[config.mk]
export PLATFORM = sky130hd
export DESIGN_NAME = swcf_div
export DESIGN_NICKNAME = d
export VERILOG_FILES = /design/src/hdl/swcf_pkg.sv /design/src/hdl/swcf_div.sv
export SDC_FILE = /design/constraint.sdc
export NUM_CORES = 1
export LEC_CHECK = 0
export BUFFER_PORTS_ARGS = -buffer_cell sky130_fd_sc_hd__buf_2
export CAP_MARGIN = 20
export CORE_ASPECT_RATIO = 1.4
export CORE_UTILIZATION = 40
export DETAILED_ROUTE_END_ITERATION = 16
export HOLD_SLACK_MARGIN = 0.06
export SKIP_LAST_GASP = 1
export SYNTH_ARGS = -nofsm -noshare
export SYNTH_HDL_FRONTEND = slang
export SYNTH_SLANG_ARGS = --single-unit
[constraint.sdc]
create_clock -name clk -period 6.3 [get_ports clk]
set_clock_uncertainty 0.15 [all_clocks]
set_input_delay 1.26 -clock clk [delete_from_list [all_inputs] [get_ports clk]]
set_output_delay 1.26 -clock clk [all_outputs]
set_load 0.01 [all_outputs]
[src/hdl/swcf_pkg.sv]
// Shared types and constants for the sliding-window circle fit core.
// No dependencies; every other file of the core imports this package.
package swcf_pkg;

  localparam int COORD_W  = 16;
  localparam int CFG_W    = 5;
  localparam int OUT_W    = 32;
  localparam int MW       = 64;
  localparam int WW       = 128;
  localparam int ROOT_W   = 48;
  localparam int RAD_IN_W = 2 * ROOT_W;
  localparam int AX_BITS  = 40;
  localparam int AX_W     = AX_BITS + 1;

  localparam logic             OP_ADD = 1'b0;
  localparam logic             OP_FIT = 1'b1;
  localparam logic [CFG_W-1:0] MIN_POINTS_RST = 5'd5;

  localparam logic [OUT_W-1:0] CENTER_MAX = 32'h7FFF_FFFF;
  localparam logic [OUT_W-1:0] CENTER_MIN = 32'h8000_0000;
  localparam logic [OUT_W-1:0] RADIUS_SAT = 32'hFFFF_FFFF;

  typedef logic signed [MW-1:0] op_t;
  typedef logic signed [WW-1:0] wide_t;

endpackage

[src/hdl/swcf_div.sv]
// Restoring unsigned divider, one quotient bit per cycle over the full width.
// Depends on swcf_pkg.
module swcf_div import swcf_pkg::*; (
  input  logic          clk,
  input  logic          rst_n,
  input  logic          start,
  input  logic [WW-1:0] num,
  input  logic [WW-1:0] den,
  output logic          done,
  output logic [WW-1:0] q
);

  localparam int DC_W = $clog2(WW);

  logic            busy_r;
  logic            done_r;
  logic [DC_W-1:0] cnt_r;
  logic [WW-1:0]   n_r;
  logic [WW-1:0]   d_r;
  logic [WW-1:0]   rem_r;
  logic [WW-1:0]   q_r;
  logic [WW:0]     sh;
  logic [WW:0]     diff;
  logic            ge;

  assign sh   = {rem_r, n_r[WW-1]};
  assign diff = sh - {1'b0, d_r};
  assign ge   = (sh >= {1'b0, d_r});

  always_ff @(posedge clk) begin
    if (!rst_n) begin
      busy_r <= 1'b0;
      done_r <= 1'b0;
      cnt_r  <= '0;
    end else begin
      done_r <= 1'b0;
      if (start) begin
        busy_r <= 1'b1;
        cnt_r  <= DC_W'(WW - 1);
      end else if (busy_r) begin
        cnt_r <= cnt_r - DC_W'(1);
        if (cnt_r == '0) begin
          busy_r <= 1'b0;
          done_r <= 1'b1;
        end
      end
    end
  end

  always_ff @(posedge clk) begin
    if (start) begin
      n_r   <= num;
      d_r   <= den;
      rem_r <= '0;
      q_r   <= '0;
    end else if (busy_r) begin
      rem_r <= ge ? diff[WW-1:0] : sh[WW-1:0];
      n_r   <= {n_r[WW-2:0], 1'b0};
      q_r   <= {q_r[WW-2:0], ge};
    end
  end

  assign done = done_r;
  assign q    = q_r;

endmodule

# [Word-level counts from Yosys, hierarchy flattened]
# Cells that the tools add are included.
[classes] n_reduce_logical=3 add_sub_neg=2 bitwise=2 n_lt_le_gt_ge=1 muxes=9
[op_table] operator="$mux 128" n=3
[op_table] operator="$ge 129x128->1" n=1
[op_table] operator="$sub 128x128->128" n=1
[op_table] operator="$mux 7" n=2
[op_table] operator="$logic_not 7->1" n=1
[op_table] operator="$sub 7x1->7 const B" n=1
[op_table] operator="$mux 1" n=4
[op_table] operator="$reduce_or 3->1" n=1
[op_table] operator="$not 1->1" n=2
[op_table] operator="$reduce_bool 2->1" n=1
[word_totals] wordCells=24 input_bits=259 regBits=521

# [Longest topological paths before layout]
[logic_depth] depth_word=4 mapped_depth=17 ltp_nobuf=15

# [Least setup slack after synthesis]
# OpenSTA, ideal clock, no wires.
[synth_path] kind="input port to flip-flop" from="input start" to="register n_r[0], enable pin" n_path_buf=2 t_arrival_ns=4.193 path_stages=4 slack_ns=1.477 setup_time_ns=0.480 cell_sequence="clkbuf_1 nor2_1 clkbuf_1 inv_1"
[synth_via] elab_chain_len=1
[synth_rtl] element="start, declared" line_no="swcf_div.sv:6" text="input logic start,"
[synth_rtl] element="$reduce_bool 2->1 (no line)"
[synth_rtl] element="end signal, assigned" line_no="swcf_div.sv:52" text="n_r <= num;"
[synth_rtl] element="end signal, assigned" line_no="swcf_div.sv:58" text="n_r <= {n_r[WW-2:0], 1'b0};"
[synth_rtl] element="end, declared" line_no="swcf_div.sv:18" text="logic [WW-1:0] n_r;"
# Every way passes these cells.
# A chain may end at the register's enable or synchronous reset.

# [Final worst setup path]
[layout_path] from="register n_r[127]" to="register rem_r[108]"
[layout_via] elab_chain_len=2
[layout_rtl] element="$sub 128x128->128 or $ge 129x128->1 (tied branches)" line_no="swcf_div.sv:27, swcf_div.sv:28"
[layout_rtl] element="$mux 128 *" line_no="swcf_div.sv:57" text="rem_r <= ge ? diff[WW-1:0] : sh[WW-1:0];"
[layout_rtl] element="end signal, assigned" line_no="swcf_div.sv:57"
[layout_rtl] element="end, declared" line_no="swcf_div.sv:20" text="logic [WW-1:0] rem_r;"
# Every way passes the cells marked *; elsewhere a longest branch is shown, timed or not.

==> results.md <==
* Final Power at 9.152 mW
* Post-synthesis async set-or-reset flop share at 0%
* First-pass GRT wire length at 128100 µm
* Crit path DAT at 4.93 ns
* Worst endpoint required time at 6.63 ns
* Post-CTS Resized at 0
* Least-Margin Pin Slew at 1.096 ns
* Ys Warns at 0
* Num rows at 115
* Cts-stage hold buffer count at 0
* Status: complete, no violations
* I/O pins at 388
* Worst Hold Class: flop to flop
* Initial antenna violation count at 21
* Detailed Place HPWL at 60510 µm
* Setup ws final at 1.697 ns
* Total global routing overflow at 0
* Tcrit/Tclk final at 73.06%
* Pwr dens at 276.8 nW/µm²
* Vias/cell at 5.403
* Main synth FF type: dfxtp_1
* Total track usage at 22.11%
* Layout area overhead at 15.32%
* Avg Cell Area, Syn at 9.635 µm²
* CTS buffer count at 55
* Clock Pin Slew Worst Setup and Hold Paths at 0.07 ns
* Crit start category: flop
* Setup Slack @ Placement at 1.780 ns
* Synth unique cells at 77
* Fill cells at 6882
* Top cells by area, synth: edfxtp_1 27%, dfxtp_1 19%, mux2i_1 6.9%, ha_1 5.7%, mux2_2 5.0%
* Setup TNS at 0 ns
* Area of the multi-input gates at 14220 µm²
* CTS Root Buffer Type: clkbuf_16
* Rel. slew slack at 26.97%
* Setup bufs post-CTS at 0
* Sequential share of the synthesized area at 45.31%
* Core Area at 70650 µm²
* Largest net degree at the start of global routing at 145
* Vias in the first global route at 23120
* Minimum clock period at 4.603 ns
* ANT nets after route at 0
* Max Cap Viol at 0
* Crit. End Element: flop
* Initial core utilization at 40.58%
* Initial drt markers at 1287
* Syn Nets at 3366
* Vias at 23030
* Storage cell area at 13000 µm²
* # port buffers at 387
* Endpoints failing setup at 0
* DIE WIDTH at 228.3 µm
* FF-to-FF setup slack at 1.70 ns
* Commonest cells in the netlist: 348 x nor2_1, 265 x dfxtp_1, 256 x edfxtp_1
* TritonCTS clock tree: built
* Layout cells sized above 1 at 19.46%
* Mapped Area at 28670 µm²
* Yosys top cell area share at 26.81%
* Leak Pwr at 13.67 nW
* Clock latency on the worst-skew pair at 0.64 ns
* Max VDD drop at 0.2397 mV
* Die area at 72770 µm²
* Synthesized flop and latch total at 521
* TritonCTS Sinks at 521
* Critical path class: flop to flop
* Clock H-tree levels at 2
* Final GP Congestion at 0.9726
* Syn Inst Count at 2976
* Drt drc at 0
* Height of the die at 318.8 µm
* Largest area contributor in the netlist: edfxtp_1
* Nets at 3663
* Fin. Hold Viols at 0
* Routed wire length at 82240 µm
* Post-synth EDFFs at 256
* Fmax at 217.3 MHz
* Most numerous cell in the Yosys netlist: nor2_1
* RSZ-0062 raised after global routing: no
* Max FO, Critical Path at 7
* CTS Buffer Depth at 3
* WL per Instance at 19.30 µm
* 1st-pass router iterations at 7
* Fin. max-slew vios at 0
[report_power, final]
part           internal, mW  leakage (nW)  switching, mW  total, mW
clock                  1.86         0.879           1.45       3.31
sequential             3.82          4.70          0.118       3.93
combinational         0.744          8.09           1.17       1.91
total                  6.42          13.7           2.73       9.15
[state kept, by name (all words and copies together) (netlist names)]
name,cells
d_r,128
n_r,128
q,128
rem_r,128
cnt_r,7
busy_r,1
done,1
[stage by stage]
step           hold slack [ns]  std cells  cell area, µm²  util [%]
2_1_floorplan           0.3001       2976           28670         -
3_3_place_gp            0.3187       4152           31240     44.21
3_5_place_dp            0.3243       4152           31240     44.21
4_1_cts                 0.3340       4256           33050     46.78
5_1_grt                 0.3578       4256           33050     46.78
6_report                0.3332       4262           33070     46.80
[path summary, 6_finish.rpt]
| check | startpoint | end | depth (start not counted) |
|---|---|---|---|
| worst max-delay path | n_r[127] | rem_r[108] | 16 |
| worst min-delay path | q[0] | q[0] | 2 |
| worst max register to register | n_r[127] | rem_r[108] | 16 |
| worst min register to register | q[0] | q[0] | 2 |
[area by class of cell]
class / count / area share, %
diodes: 6 / 0.04541
clock buffers: 72 / 4.416
clock inverters: 32 / 1.067
inverters: 189 / 2.153
multi-input cells: 2098 / 42.99
flip-flops and latches: 521 / 39.30
well taps: 936 / 3.542
repair buffers: 408 / 6.478
[cell usage in the layout (no fill, tap or decap), types with 23 or more instances in the layout]
master       n
xnor2_1     78
nand4_1     63
nand2_1    200
a21o_1      47
clkbuf_16   55
dfxtp_1    264
inv_1      187
nor2_1     346
o21ai_0    157
edfxtp_1   256
nor3_1      35
buf_2      386
o21bai_1    44
xor2_1      40
a22oi_1     23
a211oi_1    89
mux2i_1    198
nand3_1     27
a21oi_1    246
mux2_2     127
ha_1       130
[cells by family after synthesis]
group                    share of synthesized area (%)
adder cells (fa/ha/maj)                          5.743
XOR/XNOR                                         3.604
buffers and inverters                            5.123
flip-flops                                       45.31
AND/OR/NAND/NOR                                  12.14
AO/OA/AOI/OAI                                    16.17
multiplexers                                     11.90
[worst max-delay path, stage by stage, from the launching register on]
cell and delay (ns):
edfxtp_1 0.34, inv_1 0.05, ha_1 0.21, fa_1 0.41, nand2b_1 0.18, a21oi_1 0.16
o21bai_1 0.12, a21oi_1 0.27, o21ai_1 0.14, a2111oi_0 0.63, o21ai_1 0.11, buf_4 0.21
o31ai_2 0.43, a21oi_1 0.38, o2111a_1 0.35, a211oi_1 0.23, nor3_1 0.08
[layer usage]
layer / global-route usage [%] / wire length, µm / part of all wire, %
met5: 0 / 228 / 0.28
met4: 10.04 / 3722 / 4.5
met3: 6.000 / 5601 / 6.8
met2: 38.21 / 39760 / 48
met1: 25.32 / 32930 / 40
Power figures use the tool's default switching activity.
