File: src/hdl/swcf_pkg.sv
// Shared types and constants for the sliding-window circle fit core.
// No dependencies; every other file of the core imports this package.
package swcf_pkg;

  localparam int COORD_W  = 16;
  localparam int CFG_W    = 5;
  localparam int OUT_W    = 32;
  localparam int MW       = 64;
  localparam int WW       = 128;
  localparam int ROOT_W   = 48;
  localparam int RAD_IN_W = 2 * ROOT_W;
  localparam int AX_BITS  = 40;
  localparam int AX_W     = AX_BITS + 1;

  localparam logic             OP_ADD = 1'b0;
  localparam logic             OP_FIT = 1'b1;
  localparam logic [CFG_W-1:0] MIN_POINTS_RST = 5'd5;

  localparam logic [OUT_W-1:0] CENTER_MAX = 32'h7FFF_FFFF;
  localparam logic [OUT_W-1:0] CENTER_MIN = 32'h8000_0000;
  localparam logic [OUT_W-1:0] RADIUS_SAT = 32'hFFFF_FFFF;

  typedef logic signed [MW-1:0] op_t;
  typedef logic signed [WW-1:0] wide_t;

endpackage

File: src/hdl/swcf_sqrt.sv
// Integer square root, one root bit (two radicand bits) per cycle.
// Depends on swcf_pkg.
module swcf_sqrt import swcf_pkg::*; (
  input  logic                clk,
  input  logic                rst_n,
  input  logic                start,
  input  logic [RAD_IN_W-1:0] rad,
  output logic                done,
  output logic [ROOT_W-1:0]   root
);

  localparam int SC_W = $clog2(ROOT_W);
  localparam int RW   = ROOT_W + 2;

  logic                busy_r;
  logic                done_r;
  logic [SC_W-1:0]     cnt_r;
  logic [RAD_IN_W-1:0] v_r;
  logic [RW-1:0]       rem_r;
  logic [ROOT_W-1:0]   root_r;
  logic [RW+1:0]       sh;
  logic [RW+1:0]       trial;
  logic [RW+1:0]       diff;
  logic                ge;

  assign sh    = {rem_r, v_r[RAD_IN_W-1 -: 2]};
  assign trial = {2'b00, root_r, 2'b01};
  assign diff  = sh - trial;
  assign ge    = (sh >= trial);

  always_ff @(posedge clk) begin
    if (!rst_n) begin
      busy_r <= 1'b0;
      done_r <= 1'b0;
      cnt_r  <= '0;
    end else begin
      done_r <= 1'b0;
      if (start) begin
        busy_r <= 1'b1;
        cnt_r  <= SC_W'(ROOT_W - 1);
      end else if (busy_r) begin
        cnt_r <= cnt_r - SC_W'(1);
        if (cnt_r == '0) begin
          busy_r <= 1'b0;
          done_r <= 1'b1;
        end
      end
    end
  end

  always_ff @(posedge clk) begin
    if (start) begin
      v_r    <= rad;
      rem_r  <= '0;
      root_r <= '0;
    end else if (busy_r) begin
      rem_r  <= ge ? diff[RW-1:0] : sh[RW-1:0];
      v_r    <= {v_r[RAD_IN_W-3:0], 2'b00};
      root_r <= {root_r[ROOT_W-2:0], ge};
    end
  end

  assign done = done_r;
  assign root = root_r;

endmodule

File: config.mk
export PLATFORM = sky130hd
export DESIGN_NAME = swcf_sqrt
export DESIGN_NICKNAME = d
export VERILOG_FILES = /design/src/hdl/swcf_pkg.sv /design/src/hdl/swcf_sqrt.sv
export SDC_FILE = /design/constraint.sdc
export NUM_CORES = 1
export LEC_CHECK = 0
export BUFFER_PORTS_ARGS = -buffer_cell sky130_fd_sc_hd__buf_4
export CAP_MARGIN = 25
export CORE_UTILIZATION = 59
export DETAILED_ROUTE_END_ITERATION = 12
export PLACE_DENSITY = 0.88
export SLEW_MARGIN = 20
export SYNTH_ARGS = -nofsm -noshare
export SYNTH_HDL_FRONTEND = slang
export SYNTH_SLANG_ARGS = --single-unit
File: constraint.sdc
create_clock -name clk -period 4.89 [get_ports clk]
set_input_delay 0.2445 -clock clk [delete_from_list [all_inputs] [get_ports clk]]
set_output_delay 0.2445 -clock clk [all_outputs]
set_load 0.02 [all_outputs]
-- Word-level counts from Yosys, hierarchy flattened
Cells that the tools add are included.
- word-level logic and storage cells: 25
- RAM bits: 0
- input bits: 99
- memories kept: 0
- bits in read-only memories: 0
- latch bits: 0
- flip-flop bits (word level): 202
- div/mod/pow operators: 0
- eq/ne operators: 0
- $add $sub $neg: 2
- reductions and logical operators: 4
- multipliers: 0
- magnitude comparators: 1
- shift operators: 0
- bitwise logic cells: 2
- mux-type cells: 9
- operator list (kind ; count):
    $mux 96 ; 2
    $ge 52x50->1 ; 1
    $mux 50 ; 1
    $sub 50x50->50 ; 1
    $mux 6 ; 2
    $logic_not 6->1 ; 1
    $sub 6x1->6 const B ; 1
    $mux 1 ; 4
    $reduce_or 3->1 ; 1
    $not 1->1 ; 2
    $reduce_bool 2->1 ; 1
    $reduce_or 2->1 ; 1

-- Longest topological paths before layout
- depth after elaboration: 4
- mapped depth: 14
- gate-level depth less buffers: 12

-- Least setup slack after synthesis
No wires, ideal clock.
- kind: reg2reg
- start: register root_r[30] (netlist: root[30])
- end: register rem_r[3]
- setup time: 0.091 ns
- setup slack: 1.446 ns
- cell stages (with the launch flop): 14
- data arrival time: 3.353 ns
- path buffers: 1
- cells stage by stage: dfxtp_1 -> inv_1 -> ha_1 -> buf_2 -> nand3_1 -> nor4_2 -> nand4_1 -> or4_1 -> o21a_1 -> a21boi_2 -> o2111a_2 -> nor2_2 -> or3_1 -> a311oi_1
- longest elaborated chain between the ends: 2
- RTL lines (what ; line ; RTL):
    start, declared ; swcf_sqrt.sv:20 ; logic [ROOT_W-1:0] root_r;
    start signal, assigned ; swcf_sqrt.sv:59 ; root_r <= {root_r[ROOT_W-2:0], ge};
    $ge 52x50->1 ; swcf_sqrt.sv:29 ; assign ge = (sh >= trial);
    $mux 50 ; swcf_sqrt.sv:57 ; rem_r <= ge ? diff[RW-1:0] : sh[RW-1:0];
    end signal, assigned ; swcf_sqrt.sv:57 ;
    end, declared ; swcf_sqrt.sv:19 ; logic [RW-1:0] rem_r;
Every way passes these cells.
A chain may end at the register's enable or synchronous reset.

-- Worst setup path in the final report
- start: register root_r[30] (netlist: root[30])
- end: register rem_r[42]
- longest elaborated chain between the ends: 2
- elaborated cells between the ends (all ways): 3
- classes of those cells: add/sub: 1; order compare: 1; mux: 1
- RTL lines (what ; line):
    $sub 50x50->50 or $ge 52x50->1 (tied branches) ; swcf_sqrt.sv:28, swcf_sqrt.sv:29
    $mux 50 * ; swcf_sqrt.sv:57
Every way passes the cells marked *; elsewhere a longest branch is shown, timed or not.

==> impl_results.md <==
* Top Family by Delay on Critical Path: simple AND/OR/NAND/NOR gates
* Hold slack at roughly 0.028 ns
* Post-synth EDFFs at 96
* Largest net degree at the start of global routing at 109
* Worst vdd ir at approximately 360 µV
* Setup TNS at 0 ns
* Unrepaired setup endpoints after global routing: no
* Critical-path maximum fanout at 19
* Levels on crit path at 12
* Layout area overhead at 17.97%
* Hold Fails Final Rpt at 0
* Crit path buffers/inverters at 2
* Input/output buffers at around 150
* Leak at between 5 and 6 nW
* Die X at 140.2 µm
* Core footprint at approximately 19000 µm²
* Crit-path slowest cell: or4_1
* Global-route wire length before repair at ~43000 µm
* Part of the cycle the worst path needs at between 80 and 90%
* Routed vias at approximately 9000
* Vias in the first global route at ~9000
* Max Freq at 241.7 MHz
* Clk slew on worst S/H paths at around 0.060 ns
* HPWL after DPL at between 15000 and 20000 µm
* CTS tree: yes
* FF+latch count, synth at around 200
* Min Tclk post-route at 4.138 ns
* DRC violations left at 0
* Outcome: finished, final reports clean
* Placement row count at 50
* Final design utilization at a little under three quarters
* Fillers at ~1300
* Total clock sinks at roughly 200
* Slew of the pin with the lowest slew margin at between 1 and 1.5 ns
* DR WL/cell at ~17 µm
* Synthesized area at between 10000 and 15000 µm²
* Htree depth at 1
* Commonest non-fill, non-tap cell in the layout: buf_4
* CP startpoint kind: flop
* Worst Hold Class: in -> reg
* Async SR Flop Fraction at 0%
* Nets at approximately 1400
* Critical-path cell list: inv_1, ha_1, nand3_1, nor4_2, nand4_1, or4_1, o41ai_2, o2111ai_1, nand2_2, buf_4, mux2i_1, o41ai_1
* Crit path DAT at 4.55 ns
* Post-CTS Setup Inserts at 0
* Yosys warns at 0
* Max clock buf depth at 3
* Hold path depth at 2
* CTS root buf: clkbuf_16
* R2R cell count at 12
* Synthesized Nets at 1300
* Via density at ~6.0
* Routability Congestion at 0.9471
* Final wirelength at approximately 26000 µm
* CTS Buf Count at 22
* 1st-iter DRT viols at between 500 and 600
* Synth Flop Type: dfxtp_1
* Final setup viols at 0
* GR Util All Layers at 26.81%
* Final worst slack at between 0.7 and 0.8 ns
* Max-slew violations at 0
* Max-Cap Viols at 0
* Worst Path Required at approximately 5.3 ns
* Final Skew at 0.009459 ns
* I/O Pins at 148
* Place WS at 0.8039 ns
* Die height at about 140 µm
* Antenna Diode Count at 0
* Post-route ant nets at 0
* Slowest stage delay, CP at 0.60 ns
* Starting Density at 60.21%
* Cells after DPL at roughly 1500
* Distinct cells, synth at 63
* Power Dens Cells at 510.0 nW/µm²
* Relative slew margins at between 30 and 40%
* Register area share after synthesis at between 40% and 50%
* Post-synthesis cell count at 1149
* Layout Cells excl Fill at ~1500
* Total grt overflow at 0
* Worst setup EP type: flop
* First-pass DRT Iterations at 5
* Initial antenna violation count at 0
* Most frequent cells in the layout: buf_4, nand2_1, nor2_1
* Die area at approximately 20000 µm²
* Share of layout cells above drive strength 1 at a little under a quarter
* Crit Path Class: reg -> reg
* Syn Area/Cell at approximately 9.8 µm²
* Clk_lat worst skew at ~0.52 ns
final cells by class:
class | instances | area, µm² | area share [%]
flip-flops and latches | 202 | 5009 | 37.69
well taps | 234 | 292.8 | 2.203
repair buffers | 160 | 1207 | 9.087
inverters | 64 | 240.2 | 1.808
clock buffers | 31 | 655.6 | 4.934
clock inverters | 8 | 115.1 | 0.8663
multi-input cells | 821 | 5768 | 43.41
where the power goes:
part | total, mW | internal (mW) | switching [mW]
registers | 2.10 | 1.98 | 0.121
logic | 2.93 | 1.18 | 1.75
clock network | 1.74 | 1.05 | 0.692
total | 6.78 | 4.21 | 2.57
flip-flops by register name, indices dropped and copies added, names as in the netlist:
signal / cells
busy_r: 1
cnt_r: 6
done: 1
rem_r: 50
root: 48
v_r: 96
cells in the mapped netlist (all sizes together), types with 8 or more instances:
cell | instances | area, µm²
nand2 | 133 | 501.7
nor2 | 119 | 449.2
dfxtp | 106 | 2122
edfxtp | 96 | 2883
mux2 | 95 | 1070
a21oi | 68 | 340.3
inv | 64 | 240.2
ha | 52 | 650.6
mux2i | 49 | 490.5
clkbuf | 47 | 178.9
a311oi | 40 | 350.3
o21ai | 38 | 190.2
xnor2 | 27 | 236.5
a21o | 24 | 180.2
xor2 | 17 | 148.9
buf | 15 | 78.83
a31oi | 12 | 75.07
nand3 | 11 | 60.06
nand2b | 10 | 62.56
a211oi | 9 | 67.56
nand4 | 9 | 56.30
nor3 | 9 | 45.04
o211ai | 9 | 67.56
and3 | 8 | 50.05
nor2b | 8 | 50.05
o21bai | 8 | 60.06
metrics by stage:
step           instance area [µm²]  total power [mW]
2_1_floorplan                11260             4.319
3_3_place_gp                 12510             4.909
3_5_place_dp                 12510             4.982
4_1_cts                      13290             6.753
5_1_grt                      13290             7.188
6_report                     13290             6.777
logic make-up (layout without fill, tap and decap cells):
| kind of cell | Yosys count | after routing | share of synthesized area [%] |
|---|---|---|---|
| and+or+nand+nor | 329 | 329 | 12.73 |
| xor gates and xnor gates | 44 | 44 | 3.421 |
| muxes | 144 | 144 | 13.85 |
| AOI/OAI and AO/OA | 252 | 252 | 15.36 |
| DFF | 202 | 202 | 44.43 |
| buffers and inverters | 126 | 263 | 4.421 |
| adders and majority gates | 52 | 52 | 5.776 |
layer usage:
| layer | global-route usage [%] | vias to the layer above | share of wire (%) |
|---|---|---|---|
| met3 | 7.214 | 41 | 8.6 |
| li1 | - | 4411 | - |
| met5 | 0 | - | 0 |
| met4 | 6.767 | 0 | 2.1 |
| met2 | 44.66 | 357 | 47 |
| met1 | 34.56 | 4237 | 43 |
what timing repair did:
item                                   4_1_cts  5_1_grt
endpoints found under the hold margin        2        0
gates resized for setup                      0        0
hold buffers                                 1        0
worst paths after layout:
check / start / endpoint / slack [ns]
max reg2reg: root[30] / rem_r[42] / 0.75
min: rad[36] / v_r[36] / 0.03
max: root[30] / rem_r[42] / 0.75
min reg2reg: rem_r[6] / rem_r[8] / 0.49
No activity file was read; power rests on OpenSTA's default activity.
