==> src/hdl/swcf_pkg.sv <==
// Shared types and constants for the sliding-window circle fit core.
// No dependencies; every other file of the core imports this package.
package swcf_pkg;

  localparam int COORD_W  = 16;
  localparam int CFG_W    = 5;
  localparam int OUT_W    = 32;
  localparam int MW       = 64;
  localparam int WW       = 128;
  localparam int ROOT_W   = 48;
  localparam int RAD_IN_W = 2 * ROOT_W;
  localparam int AX_BITS  = 40;
  localparam int AX_W     = AX_BITS + 1;

  localparam logic             OP_ADD = 1'b0;
  localparam logic             OP_FIT = 1'b1;
  localparam logic [CFG_W-1:0] MIN_POINTS_RST = 5'd5;

  localparam logic [OUT_W-1:0] CENTER_MAX = 32'h7FFF_FFFF;
  localparam logic [OUT_W-1:0] CENTER_MIN = 32'h8000_0000;
  localparam logic [OUT_W-1:0] RADIUS_SAT = 32'hFFFF_FFFF;

  typedef logic signed [MW-1:0] op_t;
  typedef logic signed [WW-1:0] wide_t;

endpackage

==> src/hdl/swcf_mul.sv <==
// Bit-serial signed multiplier, one multiplier bit per cycle.
// Stops as soon as the remaining multiplier bits are zero. Depends on swcf_pkg.
module swcf_mul import swcf_pkg::*; (
  input  logic  clk,
  input  logic  rst_n,
  input  logic  start,
  input  op_t   a,
  input  op_t   b,
  output logic  done,
  output wide_t p
);

  logic          busy_r;
  logic          done_r;
  logic          neg_r;
  logic [WW-1:0] ma_r;
  logic [WW-1:0] acc_r;
  logic [MW-1:0] mb_r;
  wide_t         p_r;
  logic [MW-1:0] a_mag;
  logic [MW-1:0] b_mag;

  assign a_mag = a[MW-1] ? (~a + MW'(1)) : a;
  assign b_mag = b[MW-1] ? (~b + MW'(1)) : b;

  always_ff @(posedge clk) begin
    if (!rst_n) begin
      busy_r <= 1'b0;
      done_r <= 1'b0;
    end else begin
      done_r <= 1'b0;
      if (start) begin
        busy_r <= 1'b1;
      end else if (busy_r && (mb_r == '0)) begin
        busy_r <= 1'b0;
        done_r <= 1'b1;
      end
    end
  end

  always_ff @(posedge clk) begin
    if (start) begin
      ma_r  <= {{(WW-MW){1'b0}}, a_mag};
      mb_r  <= b_mag;
      acc_r <= '0;
      neg_r <= a[MW-1] ^ b[MW-1];
    end else if (busy_r) begin
      if (mb_r == '0) begin
        p_r <= neg_r ? -$signed(acc_r) : $signed(acc_r);
      end else begin
        if (mb_r[0]) begin
          acc_r <= acc_r + ma_r;
        end
        ma_r <= {ma_r[WW-2:0], 1'b0};
        mb_r <= {1'b0, mb_r[MW-1:1]};
      end
    end
  end

  assign done = done_r;
  assign p    = p_r;

endmodule

==> config.mk <==
export PLATFORM = sky130hd
export DESIGN_NAME = swcf_mul
export DESIGN_NICKNAME = d
export VERILOG_FILES = /design/src/hdl/swcf_pkg.sv /design/src/hdl/swcf_mul.sv
export SDC_FILE = /design/constraint.sdc
export NUM_CORES = 1
export LEC_CHECK = 0
export BUFFER_PORTS_ARGS = -buffer_cell sky130_fd_sc_hd__buf_2
export CORE_UTILIZATION = 36
export CTS_CLUSTER_DIAMETER = 200
export DETAILED_ROUTE_END_ITERATION = 8
export PLACE_DENSITY = 0.51
export SLEW_MARGIN = 20
export SYNTH_ARGS = -nofsm -noshare
export SYNTH_HDL_FRONTEND = slang
export SYNTH_SLANG_ARGS = --single-unit
==> constraint.sdc <==
create_clock -name clk -period 6.29 [get_ports clk]
set_input_delay 0.3145 -clock clk [delete_from_list [all_inputs] [get_ports clk]]
set_output_delay 0.3145 -clock clk [all_outputs]
set_load 0.05 [all_outputs]
# [After elaboration in Yosys (flattened, before gate mapping)]
# Index checks and enable logic that the tools add are counted.
[word_totals] reg_bits=451 output_inout_bits=129 in_bits=131
[op_classes] reduce_logical=9 bitwise_logic=6 muxes=12 eq_ne=1 addsub=4
[op_table] op="$mux 64" n=8
[op_table] op="$add 128x128->128" n=1
[op_table] op="$add 64x2->64 const B" n=2
[op_table] op="$mux 128" n=1
[op_table] op="$neg 128->128" n=1
[op_table] op="$not 64->64" n=2
[op_table] op="$logic_not 64->1" n=1
[op_table] op="$reduce_and 3->1" n=2
[op_table] op="$reduce_and 2->1" n=2
[op_table] op="$reduce_bool 2->1" n=2
[op_table] op="$mux 1" n=3
[op_table] op="$not 1->1" n=3
[op_table] op="$ne 2x2->1 const B" n=1
[op_table] op="$reduce_or 2->1" n=1
[op_table] op="$logic_and 1x1->1" n=1
[op_table] op="$xor 1x1->1" n=1

# [Logic depth before layout (Yosys ltp)]
[logic_depth] word_depth=4 ltp_mapped=14 depth_no_buf=13

# [Worst setup path before layout]
# Ideal clock, no wire load.
[synth_timing] path_kind="register to register" startpoint="register mb_r[62]" endpoint="register p_r[0] (netlist: p[0]) (enable)" path_slack_ns=1.677 setup_time_ns=0.504 period_less_slack_ns=4.613 arrival_ns=4.109 t_required_ns=5.786 path_stages_with_launch=5 cell_sequence="edfxtp_1 -> nor4_1 -> nand4_1 -> nor4_1 -> and3_1"
[synth_via] elab_chain_cells=2
[synth_rtl] element="from (decl)" line="swcf_mul.sv:18" rtl="logic [MW-1:0] mb_r;"
[synth_rtl] element="from (signal assigned)" line="swcf_mul.sv:44" rtl="mb_r <= b_mag;"
[synth_rtl] element="from (signal assigned)" line="swcf_mul.sv:55" rtl="mb_r <= {1'b0, mb_r[MW-1:1]};"
[synth_rtl] element="$logic_not 64->1" line="swcf_mul.sv:48" rtl="if (mb_r == '0) begin"
[synth_rtl] element="$reduce_and 3->1 (no line)"
[synth_rtl] element="to (signal assigned)" line="swcf_mul.sv:49" rtl="p_r <= neg_r ? -$signed(acc_r) : $signed(acc_r);"
[synth_rtl] element="to (decl)" line="swcf_mul.sv:19" rtl="wide_t p_r;"
# No other way between the ends.
# A chain may end at the register's enable or synchronous reset.

# [Worst setup path after layout]
[layout_timing] startpoint="register acc_r[2]" endpoint="register p_r[122] (netlist: p[122]), data pin"
[layout_via] elab_chain_cells=2
[layout_rtl] element="from (decl)" line="swcf_mul.sv:17" rtl="logic [WW-1:0] acc_r;"
[layout_rtl] element="from (signal assigned)" line="swcf_mul.sv:52" rtl="acc_r <= acc_r + ma_r;"
[layout_rtl] element="$neg 128->128" line="swcf_mul.sv:49"
[layout_rtl] element="$mux 128" line="swcf_mul.sv:49"
# No other way between the ends.

==> impl_metrics.env <==
export IMPL_criticalPathCategory="reg2reg"
export IMPL_ys_flop_type="edfxtp_1"
export IMPL_grt_max_degree=111
export IMPL_worst_skew_pair_late_latency_ns=0.63
export IMPL_area_growth_pct=13.47
export IMPL_critPathBufInv=1
export IMPL_die_y_um=289.5
export IMPL_final_antenna_net_count=0
export IMPL_synth_cell_area_um2=29760
export IMPL_seq_power_share=0.412
export IMPL_crit_arrival_ns=5.19
export IMPL_hpwlAfterDp_um=73150
export IMPL_p_leak_nw=12.77
export IMPL_cts_path_max_buffers=3
export IMPL_ios=260
export IMPL_cts_setup_buffers=0
export IMPL_start_util=0.3630
export IMPL_clock_sinks=451
export IMPL_internal_power_mw=5.811
export IMPL_cts_resized_gates=0
export IMPL_avgSynthCellArea_um2=8.564
export IMPL_crit_fanout=8
export IMPL_cap_viol_max_count=0
export IMPL_gp_congestion=0.9525
export IMPL_grtUsageTotal=0.2257
export IMPL_die_w_um=289.5
export IMPL_required_ns=6.66
export IMPL_hold_path_class="in2reg"
export IMPL_final_setup_viol_count=0
export IMPL_final_cells=4737
export IMPL_async_reset_ff_frac=0
export IMPL_hold_viol=0
export IMPL_routedWlPerCell_um=20.36
export IMPL_drt_pass1_iterations=5
export IMPL_setup_tns_ns=0
export IMPL_ys_seq_area_frac=0.3898
export IMPL_endpoint_kind="flop"
export IMPL_die_area_um2=83820
export IMPL_power_mw=8.425
export IMPL_wl_um=96450
export IMPL_vias=26220
export IMPL_final_nets=3883
export IMPL_synth_seq_cells=451
export IMPL_max_freq_mhz=207.3
export IMPL_clock_root_buffer="clkbuf_16"
export IMPL_cts_tree="done"
export IMPL_first_global_vias=24890
export IMPL_grt_setup_unrepaired="no"
export IMPL_ir_drop_uv=211.4
export IMPL_path_cells="or3_1 -> or2_2 -> nor4b_1 -> nand3_1 -> or2_2 -> nor4_1 -> nand2b_1 -> buf_4 -> nor2_1 -> nand3_1 -> o41ai_1 -> xnor2_1"
export IMPL_syn_instance_count=3475
export IMPL_timing_final_crit_period_ns=4.823
export IMPL_fin_crit_sh=0.7668
export IMPL_worst_slew_pin_slew_ns=1.118
export IMPL_synth_warnings=0
export IMPL_pwr_share_comb=0.209
export IMPL_path_clk_slew_ns=0.06
export IMPL_p_sw_frac=0.3103
export IMPL_regToRegSetupSlack_ns=1.47
export IMPL_synth_distinct_cells=77
export IMPL_hold_buffers=1
export IMPL_critical_path_top_delay_family="simple AND/OR/NAND/NOR gates"
export IMPL_slew_headroom=0.2452
export IMPL_htreeDepth=2
export IMPL_cts_buffers=53
export IMPL_via_per_inst=5.535
export IMPL_drcViolationCount=0
export IMPL_num_rows=105
export IMPL_core_area_um2=81980
export IMPL_grt_overflow_total=0
export IMPL_pwr_density_cell_nw_per_um2=249.5
export IMPL_cpPeakStageDelay_ns=0.90
export IMPL_outcome="complete, no violations"
export IMPL_slowest_stage="nor4b_1"
export IMPL_drt_iter0_drc=2127
export IMPL_final_common_cell="nand2_1"
export IMPL_antenna_found_initial=7
export IMPL_grt_pass1_wl_um=147500
export IMPL_final_cell_mix="nand2_1 (430), a21oi_1 (402), nor2_1 (340)"
export IMPL_p_switching_mw=2.614
export IMPL_synth_nets=3737
export IMPL_start_kind="flop"
export IMPL_clockPowerShare=0.379
export IMPL_placedCellCount=4635
export IMPL_drive_gt1_frac=0.1149
export IMPL_finalClockSkew_ns=0.02410
export IMPL_io_buffers=259
export IMPL_synth_edf_count=257
export IMPL_finalMaxSlewViolations=0
==> cell usage after synthesis (all sizes together) (10+ instances only) <==
library cell,instances,share of area
o31ai,86,0.022
xnor2,187,0.055
o211ai,14,0.0035
nand2,431,0.054
a21o,58,0.015
or4,41,0.011
and2,13,0.0027
o21bai,35,0.0088
or2,21,0.0044
and3,19,0.0040
edfxtp,257,0.26
nand3,69,0.012
buf,15,0.0019
nand2b,13,0.0027
o41ai,40,0.012
or3,47,0.010
xor2,160,0.047
inv,56,0.0071
a211oi,18,0.0045
nor4,50,0.011
a21boi,12,0.0030
nor2b,10,0.0021
nor3,79,0.013
o21ai,204,0.034
a21oi,402,0.068
o21a,24,0.0061
dfxtp,194,0.13
clkbuf,181,0.023
mux2i,71,0.024
nand4,96,0.021
a31oi,18,0.0038
ha,130,0.055
nor2,341,0.043
==> sequential cells by signal (all words and copies together), names as in the netlist <==
| register | flops |
|---|---|
| acc_r | 128 |
| ma_r | 128 |
| p | 128 |
| mb_r | 64 |
| busy_r | 1 |
| done | 1 |
| neg_r | 1 |
==> cell families (layout without fill, tap and decap cells) <==
group,count (synthesis),count (layout),synth area share
adder cells (fa/ha/maj),131,131,0.05533
flip-flops,451,451,0.3898
AO/OA/AOI/OAI,961,961,0.1958
AND/OR/NAND/NOR,1257,1257,0.1994
multiplexers,76,76,0.02577
XOR/XNOR,347,347,0.1021
other,0,2,0
buffers and inverters,252,442,0.03178
==> metrics by stage <==
step,hold slack (ns),cell area [um2],util,setup slack (ns)
after global routing,0.04988,33770,0.4119,1.074
after floorplan,0.4270,29760,-,1.677
after global placement,0.4869,31970,0.3899,1.513
after CTS,0.03004,33760,0.4118,1.462
after detailed placement,0.4986,31970,0.3899,1.470
final,0.06730,33770,0.4119,1.467
==> path summary, 6_finish.rpt <==
path / startpoint / depth (start not counted) / end
max reg2reg: acc_r[2] / 12 / p[122]
max: acc_r[2] / 12 / p[122]
min reg2reg: acc_r[103] / 2 / acc_r[103]
min: start / 2 / acc_r[5]
==> final cells by class <==
type / instances / area [um2]
fillers: 8438 / 48210
multi-input cells: 2772 / 17250
flip-flops and latches: 451 / 11600
repair buffers: 287 / 1584
clock buffers: 68 / 1433
well taps: 1070 / 1339
clock inverters: 31 / 351.6
inverters: 56 / 210.2
diodes: 2 / 5.005
==> metal layers <==
| layer | global-route usage | vias to the layer above | share of wire |
|---|---|---|---|
| met3 | 0.03305 | 142 | 0.056 |
| li1 | - | 13010 | - |
| met1 | 0.3300 | 12370 | 0.49 |
| met4 | 0.06741 | 4 | 0.029 |
| met5 | 0 | - | 0.00023 |
| met2 | 0.3420 | 689 | 0.43 |
==> power by group through the flow <==
stage | clock [mW] | sequential (mW) | combinational [mW]
2_1_floorplan | 0 | 3.47 | 1.22
3_3_place_gp | 0 | 3.53 | 1.76
3_5_place_dp | 0 | 3.53 | 1.74
4_1_cts | 3.28 | 3.47 | 1.75
5_1_grt | 3.39 | 3.49 | 1.94
6_report | 3.19 | 3.47 | 1.76
==> worst reg2reg max path: stages (launching register included) <==
cell,delay [ns]
dfxtp_1,0.38
or3_1,0.41
or2_2,0.30
nor4b_1,0.90
nand3_1,0.44
or2_2,0.49
nor4_1,0.44
nand2b_1,0.14
buf_4,0.20
nor2_1,0.19
nand3_1,0.23
o41ai_1,0.37
xnor2_1,0.10
Note: power is estimated with default switching activity, not from simulation.
